File: src/hw/rtl/tbplc_pkg.sv
`timescale 1ns / 1ps
// ----------------------------------------------------------------------------
// tbplc_pkg
// Shared types, constants and the event encoder for the two-button
// press / release / long-press classifier.
// ----------------------------------------------------------------------------
package tbplc_pkg;

  typedef logic [1:0]  mask_t;
  typedef logic [3:0]  event_t;
  typedef logic [7:0]  deb_t;
  typedef logic [15:0] hold_t;
  typedef logic        cfg_idx_t;
  typedef logic [15:0] cfg_data_t;

  // register indexes on the config port
  localparam cfg_idx_t CFG_DEBOUNCE_TICKS   = 1'b0;
  localparam cfg_idx_t CFG_LONG_PRESS_TICKS = 1'b1;

  localparam deb_t  DEBOUNCE_RESET = 8'd5;
  localparam hold_t LONG_RESET     = 16'd200;
  localparam hold_t HOLD_MAX       = 16'hFFFF;

  localparam mask_t MASK_NONE  = 2'b00;
  localparam mask_t MASK_RIGHT = 2'b10;
  localparam mask_t MASK_BOTH  = 2'b11;

  // event code bases: code = base + {1 left, 2 right, 3 both}
  localparam event_t EV_NONE         = 4'd0;
  localparam event_t EV_PRESS_BASE   = 4'd0;
  localparam event_t EV_RELEASE_BASE = 4'd3;
  localparam event_t EV_LONG_BASE    = 4'd6;
  localparam event_t EV_MAX          = 4'd9;

  typedef struct packed {
    logic      valid;
    cfg_idx_t  index;
    cfg_data_t data;
  } cfg_wr_t;

  // both wins over right, right over left
  function automatic event_t mask_code(input mask_t mask, input event_t base);
    event_t k;
    if ((mask & MASK_BOTH) == MASK_BOTH) begin
      k = 4'd3;
    end else if ((mask & MASK_RIGHT) != MASK_NONE) begin
      k = 4'd2;
    end else begin
      k = 4'd1;
    end
    return base + k;
  endfunction

endpackage

File: src/hw/rtl/tbplc_sample.sv
`timescale 1ns / 1ps
// ----------------------------------------------------------------------------
// tbplc_sample
// Input register: captures the active-low pin levels as a pressed mask and
// holds it until the classifier stage can move it on.
// ----------------------------------------------------------------------------
module tbplc_sample (
  input  logic              clk,
  input  logic              rst_n,
  input  logic              in_valid,
  output logic              in_stall,
  input  logic              in_left_level,
  input  logic              in_right_level,
  input  logic              out_busy,
  output logic              s1_adv,
  output tbplc_pkg::mask_t  s1_mask
);

  logic             s1_valid_r, s1_valid_nxt;
  tbplc_pkg::mask_t s1_mask_r;
  logic             accept;

  assign s1_adv   = s1_valid_r & ~out_busy;
  assign in_stall = s1_valid_r & out_busy;
  assign accept   = in_valid & ~in_stall;

  assign s1_valid_nxt = accept | (s1_valid_r & ~s1_adv);
  assign s1_mask      = s1_mask_r;

  always_ff @(posedge clk) begin
    if (!rst_n) begin
      s1_valid_r <= 1'b0;
    end else begin
      s1_valid_r <= s1_valid_nxt;
    end
  end

  // pin low means pressed: bit 0 left, bit 1 right
  always_ff @(posedge clk) begin
    if (accept) begin
      s1_mask_r <= {~in_right_level, ~in_left_level};
    end
  end

endmodule

File: src/hw/rtl/tbplc_core.sv
`timescale 1ns / 1ps
// ----------------------------------------------------------------------------
// tbplc_core
// Config registers, debounce filter and press/release/long-press state.
// Updates state and produces one event code per advanced sample.
// ----------------------------------------------------------------------------
module tbplc_core (
  input  logic                clk,
  input  logic                rst_n,
  input  tbplc_pkg::cfg_wr_t  cfg_wr,
  input  logic                adv,
  input  tbplc_pkg::mask_t    raw,
  output tbplc_pkg::event_t   code
);

  tbplc_pkg::deb_t  debounce_ticks_r, debounce_ticks_nxt;
  tbplc_pkg::hold_t long_press_ticks_r, long_press_ticks_nxt;

  tbplc_pkg::mask_t filt_r, filt_nxt;
  tbplc_pkg::mask_t prev_r, prev_nxt;
  tbplc_pkg::deb_t  fcnt_r, fcnt_nxt;
  logic             was_pressed_r, was_pressed_nxt;
  logic             was_released_r, was_released_nxt;
  tbplc_pkg::hold_t hold_r, hold_nxt;
  logic             long_r, long_nxt;

  tbplc_pkg::deb_t  fcnt_inc;
  tbplc_pkg::hold_t hold_inc;

  // config decode
  always_comb begin
    debounce_ticks_nxt   = debounce_ticks_r;
    long_press_ticks_nxt = long_press_ticks_r;
    if (cfg_wr.valid) begin
      unique case (cfg_wr.index)
        tbplc_pkg::CFG_DEBOUNCE_TICKS:   debounce_ticks_nxt   = cfg_wr.data[7:0];
        tbplc_pkg::CFG_LONG_PRESS_TICKS: long_press_ticks_nxt = cfg_wr.data;
        default: ;
      endcase
    end
  end

  assign fcnt_inc = fcnt_r + 8'd1;
  assign hold_inc = (hold_r < tbplc_pkg::HOLD_MAX) ? hold_r + 16'd1 : hold_r;

  always_comb begin
    filt_nxt         = filt_r;
    fcnt_nxt         = fcnt_r;
    prev_nxt         = prev_r;
    was_pressed_nxt  = was_pressed_r;
    was_released_nxt = was_released_r;
    hold_nxt         = hold_r;
    long_nxt         = long_r;
    code             = tbplc_pkg::EV_NONE;

    // debounce: zero threshold behaves as one since fcnt_inc >= 0
    if (raw != filt_r) begin
      if (fcnt_inc >= debounce_ticks_r) begin
        filt_nxt = raw;
        fcnt_nxt = '0;
      end else begin
        fcnt_nxt = fcnt_inc;
      end
    end else begin
      fcnt_nxt = '0;
    end

    if (filt_nxt != prev_r) begin
      if (filt_nxt == tbplc_pkg::MASK_NONE) begin
        if (was_pressed_r) begin
          if (!long_r && prev_r != tbplc_pkg::MASK_NONE) begin
            code = tbplc_pkg::mask_code(prev_r, tbplc_pkg::EV_RELEASE_BASE);
          end
          long_nxt = 1'b0;
        end
        was_pressed_nxt = 1'b0;
      end else begin
        was_pressed_nxt = 1'b1;
        if (was_released_r) begin
          code = tbplc_pkg::mask_code(filt_nxt, tbplc_pkg::EV_PRESS_BASE);
        end
        was_released_nxt = 1'b0;
      end
      prev_nxt = filt_nxt;
    end else if (filt_nxt != tbplc_pkg::MASK_NONE) begin
      // hold count keeps running across changes between pressed patterns
      hold_nxt = hold_inc;
      if (hold_inc == long_press_ticks_r) begin
        long_nxt = 1'b1;
        code     = tbplc_pkg::mask_code(filt_nxt, tbplc_pkg::EV_LONG_BASE);
      end
    end else begin
      hold_nxt         = '0;
      was_released_nxt = 1'b1;
    end
  end

  always_ff @(posedge clk) begin
    if (!rst_n) begin
      debounce_ticks_r   <= tbplc_pkg::DEBOUNCE_RESET;
      long_press_ticks_r <= tbplc_pkg::LONG_RESET;
      filt_r             <= tbplc_pkg::MASK_NONE;
      prev_r             <= tbplc_pkg::MASK_NONE;
      fcnt_r             <= '0;
      was_pressed_r      <= 1'b0;
      was_released_r     <= 1'b0;
      hold_r             <= '0;
      long_r             <= 1'b0;
    end else begin
      debounce_ticks_r   <= debounce_ticks_nxt;
      long_press_ticks_r <= long_press_ticks_nxt;
      if (adv) begin
        filt_r         <= filt_nxt;
        prev_r         <= prev_nxt;
        fcnt_r         <= fcnt_nxt;
        was_pressed_r  <= was_pressed_nxt;
        was_released_r <= was_released_nxt;
        hold_r         <= hold_nxt;
        long_r         <= long_nxt;
      end
    end
  end

endmodule

File: src/hw/rtl/tbplc_out.sv
`timescale 1ns / 1ps
// ----------------------------------------------------------------------------
// tbplc_out
// Result register: holds one event code until the consumer takes it.
// ----------------------------------------------------------------------------
module tbplc_out (
  input  logic               clk,
  input  logic               rst_n,
  input  logic               load,
  input  tbplc_pkg::event_t  code,
  output logic               busy,
  output logic               out_valid,
  input  logic               out_stall,
  output tbplc_pkg::event_t  out_event_code
);

  logic              valid_r, valid_nxt;
  tbplc_pkg::event_t code_r;

  // full and not draining this cycle
  assign busy      = valid_r & out_stall;
  assign valid_nxt = load | busy;

  always_ff @(posedge clk) begin
    if (!rst_n) begin
      valid_r <= 1'b0;
    end else begin
      valid_r <= valid_nxt;
    end
  end

  always_ff @(posedge clk) begin
    if (load) begin
      code_r <= code;
    end
  end

  assign out_valid      = valid_r;
  assign out_event_code = code_r;

endmodule

File: src/hw/rtl/two_button_press_release_long_classifier.sv
`timescale 1ns / 1ps
// ----------------------------------------------------------------------------
// two_button_press_release_long_classifier
// Debounces two active-low buttons and reports press, release and
// long-press events, one event code per pin sample.
//
//   channel  dir  handshake            payload
//   in_      in   in_valid/in_stall    in_left_level, in_right_level
//   out_     out  out_valid/out_stall  out_event_code (0 none, 1-9 events)
//   cfg_     in   cfg_valid/cfg_ready  cfg_index, cfg_data
//
// One sample per cycle unless stalled; input register, then result register.
// Classification is one pass of compares and counters between the two.
// Synchronous active-low reset clears state and loads config defaults.
// A stalled result holds the pipe; the input register still takes a sample
// while the result register drains. cfg_ready is always high.
// ----------------------------------------------------------------------------
module two_button_press_release_long_classifier (
  input  logic                   clk,
  input  logic                   rst_n,
  input  logic                   in_valid,
  output logic                   in_stall,
  input  logic                   in_left_level,
  input  logic                   in_right_level,
  output logic                   out_valid,
  input  logic                   out_stall,
  output tbplc_pkg::event_t      out_event_code,
  input  logic                   cfg_valid,
  output logic                   cfg_ready,
  input  tbplc_pkg::cfg_idx_t    cfg_index,
  input  tbplc_pkg::cfg_data_t   cfg_data
);

  logic               out_busy;
  logic               s1_adv;
  tbplc_pkg::mask_t   s1_mask;
  tbplc_pkg::event_t  code;
  tbplc_pkg::cfg_wr_t cfg_wr;

  assign cfg_ready    = 1'b1;
  assign cfg_wr.valid = cfg_valid & cfg_ready;
  assign cfg_wr.index = cfg_index;
  assign cfg_wr.data  = cfg_data;

  tbplc_sample u_sample (
    .clk            (clk),
    .rst_n          (rst_n),
    .in_valid       (in_valid),
    .in_stall       (in_stall),
    .in_left_level  (in_left_level),
    .in_right_level (in_right_level),
    .out_busy       (out_busy),
    .s1_adv         (s1_adv),
    .s1_mask        (s1_mask)
  );

  tbplc_core u_core (
    .clk    (clk),
    .rst_n  (rst_n),
    .cfg_wr (cfg_wr),
    .adv    (s1_adv),
    .raw    (s1_mask),
    .code   (code)
  );

  tbplc_out u_out (
    .clk            (clk),
    .rst_n          (rst_n),
    .load           (s1_adv),
    .code           (code),
    .busy           (out_busy),
    .out_valid      (out_valid),
    .out_stall      (out_stall),
    .out_event_code (out_event_code)
  );

endmodule

File: config.mk
export PLATFORM = sky130hd
export DESIGN_NAME = two_button_press_release_long_classifier
export DESIGN_NICKNAME = d
export VERILOG_FILES = /design/src/hw/rtl/tbplc_pkg.sv /design/src/hw/rtl/tbplc_sample.sv /design/src/hw/rtl/tbplc_core.sv /design/src/hw/rtl/tbplc_out.sv /design/src/hw/rtl/two_button_press_release_long_classifier.sv
export SDC_FILE = /design/constraint.sdc
export NUM_CORES = 1
export LEC_CHECK = 0
export ABC_AREA = 1
export BUFFER_PORTS_ARGS = -buffer_cell sky130_fd_sc_hd__buf_2
export CAP_MARGIN = 20
export CORE_UTILIZATION = 65
export CTS_BUF_LIST = sky130_fd_sc_hd__clkbuf_8
export DETAILED_ROUTE_END_ITERATION = 8
export PLACE_DENSITY_LB_ADDON = 0.08
export SETUP_SLACK_MARGIN = 0.02
export SLEW_MARGIN = 20
export SYNTH_ARGS = -nofsm -noshare
export SYNTH_HDL_FRONTEND = slang
export SYNTH_SLANG_ARGS = --single-unit
File: constraint.sdc
create_clock -name clk -period 8.2 [get_ports clk]
set_input_delay 1.64 -clock clk [delete_from_list [all_inputs] [get_ports clk]]
set_output_delay 1.64 -clock clk [all_outputs]
set_load 0.02 [all_outputs]
==> impl_metrics.toml <==
[drt]
drc = 0
wl_per_cell_um = 12.82
drt-initial-drc-count = 352
drt_pass1_iterations = 5
drt_wl_total_um = 8424
viasPerCell = 5.472
ant_nets = 0
num_vias = 3595

[final_layout]
drive_gt1_share_pct = 14.53
fin_util_pct = 73.89
design_area_um2 = 4094
multi_input_area_um2 = 2090
fin_nets = 614
num-fill-cells = 466
num_antenna_cells = 0
layout_commonest_cell = "nand2_1"
layout_common_cells = "nand2_1, inv_1, dfxtp_1"
area_delta_synth_final_pct = 8.524
regArea_um2 = 1321

[clock_network]
clkSlewWorstSetupHoldPaths_ns = 0.06
post_cts_buffers = 0
clockBufferDepth = 2
cts_resized = 0
ctsHoldBuffers = 0
clk_latency_ns = 0.35
cts.sinks = 63
cts_made_buffers = 9
htree_levels = 3
cts_root_buffer = "clkbuf_8"
tritoncts = "done"

[outcome]
status = "finished, final reports clean"

[sta]
rsz0062_at_grt = "false"
maxSlewHeadroom_pct = 34.09
slew_viol_final = 0
worstMarginPinSlew_ns = 0.9876
finalHoldViolCount = 0
fin_tns_setup_ns = 0
min_period_ns = 3.742
setup_viol = 0
whs_ns = 0.4674
fmax_mhz = 267.2
skew_ns = 0.006362
period_share_pct = 45.64

[logic_synthesis]
synth_area_per_cell_um2 = 6.785
seq_area_frac_synth_pct = 35.02
ys_ff_latch = 63
yosysWarningCount = 0
synthAdderAreaFrac_pct = 3.317
synth_compound_area_share_pct = 13.27
ys_types = 39
synth_edf_count = 6
synth_mux_area_share_pct = 0
syn-num-nets = 590
synth_top_family_by_area = "simple AND/OR/NAND/NOR gates"
syn_area_um2 = 3772
async_reset_ff_share_pct = 0
synth-xor-area-share_pct = 2.090
synthCells = 556
synthFlopType = "dfxtp_1"
synthSimpleGateAreaFrac_pct = 36.62

[floorplan]
io_pins = 31
die_w_um = 78.18
initial_core_util_pct = 68.09
die_height_um = 78.18
coreArea_um2 = 5540
die-area_um2 = 6112
num_rows = 27

[power]
peakVddDrop_v = 0.0001153
p_per_area_nw_per_um2 = 156.5
cellLeakagePower_nw = 1.866

[run]
cap_violations = 0

[critical_path]
crit_path_start_kind = "primary input"
cp_common_cell = "buf_2"
cp_slowest_stage_delay_ns = 0.19
cp_slowest_cell = "buf_2"
crit_path_cell_trace = "buf_2, nand2_1, nor2_1, buf_2"
worstPathArrival_ns = 2.10
cp_max_fo = 3
cp_data_required_time_ns = 6.56
r2r_cells = 18
end_kind = "output pin"
crit_type = "in2out"

[global_routing]
grt-ovfl-total = 0
antenna_found_initial = 0
grt_pass1_vias = 3194
grt_pass1_wl_um = 14430
grt_max_degree = 31
grt.total_usage_pct = 30.28

[placement]
gp_congestion = 0.8881
hpwl_um = 6469
portBuffers = 29
placed_area_um2 = 3916

[hold_path]
hold_class = "reg2reg"
hold_depth = 2
-- cell usage after synthesis (2+ instances only) --
cell / number / area (µm²)
nand2_1: 177 / 664.4
inv_1: 65 / 244.0
dfxtp_1: 57 / 1141
a21oi_1: 52 / 260.3
nand3_1: 43 / 215.2
nor2_1: 29 / 108.9
o21ai_0: 22 / 110.1
clkbuf_1: 10 / 37.54
ha_1: 10 / 125.1
nand2_2: 10 / 62.56
nand4_1: 10 / 62.56
edfxtp_1: 6 / 180.2
xor2_1: 6 / 52.55
nand2_4: 5 / 56.30
nor2_4: 5 / 56.30
inv_2: 4 / 15.01
nor2_2: 4 / 25.02
o211ai_1: 4 / 30.03
o21bai_1: 4 / 30.03
a21oi_2: 3 / 26.28
buf_6: 3 / 33.78
nand3_2: 3 / 30.03
nand3b_1: 3 / 22.52
xnor2_1: 3 / 26.28
buf_4: 2 / 15.01
nor3_2: 2 / 20.02
o22ai_1: 2 / 12.51
-- final cells by class --
class	instances	area share, %
clock buffers	11	3.698
clock inverters	5	0.6418
inverters	71	6.601
multi-input cells	406	51.04
flip-flops and latches	63	32.27
well taps	72	2.200
repair buffers	29	3.545
-- state kept, by name, summed over array words and instances, names as in the netlist, 2 cells and up --
signal / cells
u_core.debounce_ticks_r: 8
u_core.fcnt_r: 8
u_core.filt_r: 2
u_core.hold_r: 16
u_core.long_press_ticks_r: 16
u_core.prev_r: 2
u_out.out_event_code: 4
u_sample.s1_mask: 2
-- worst max-delay path, delay by kind of cell --
kind,cells,cell delay [ns]
AND/OR/NAND/NOR,2,0.20
buffers and inverters,2,0.26
-- through the flow --
stage	power (mW)	cells	worst slack, ns
after floorplan	0.3873	556	4.537
after global placement	0.4032	641	4.500
after detailed placement	0.4060	641	4.467
after CTS	0.6429	657	4.468
after global routing	0.6681	657	4.422
final	0.6407	657	4.458
-- metal layers --
metal / wire [µm] / vias up / part of all wire [%] / global-route usage, %
met5: 0 / - / 0 / 0
met4: 116 / 0 / 1.4 / 11.30
met3: 471 / 13 / 5.6 / 4.302
met2: 3974 / 114 / 47 / 49.74
met1: 3860 / 1627 / 46 / 40.35
li1: - / 1841 / - / -
-- cell families after synthesis --
kind of cell               count (synthesis)
and+or+nand+nor                          295
AOI/OAI and AO/OA                         91
buffers and inverters                     87
DFF                                       63
adders and majority gates                 10
xor gates and xnor gates                   9
other                                      1
-- worst paths after layout --
kind | endpoint | slack [ns] | start
max | in_stall | 4.46 | out_stall
min | u_core.debounce_ticks_r[1] | 0.47 | u_core.debounce_ticks_r[1]
max reg2reg | u_core.hold_r[14] | 5.01 | u_core.fcnt_r[0]
min reg2reg | u_core.debounce_ticks_r[1] | 0.47 | u_core.debounce_ticks_r[1]
-- report_power, final --
group	leakage, nW	total [mW]	internal [mW]	switching [mW]
clock network	0.102	0.241	0.123	0.117
registers	0.522	0.328	0.322	0.00577
logic	1.24	0.0724	0.0237	0.0487
Note: power is estimated with default switching activity, not from simulation.
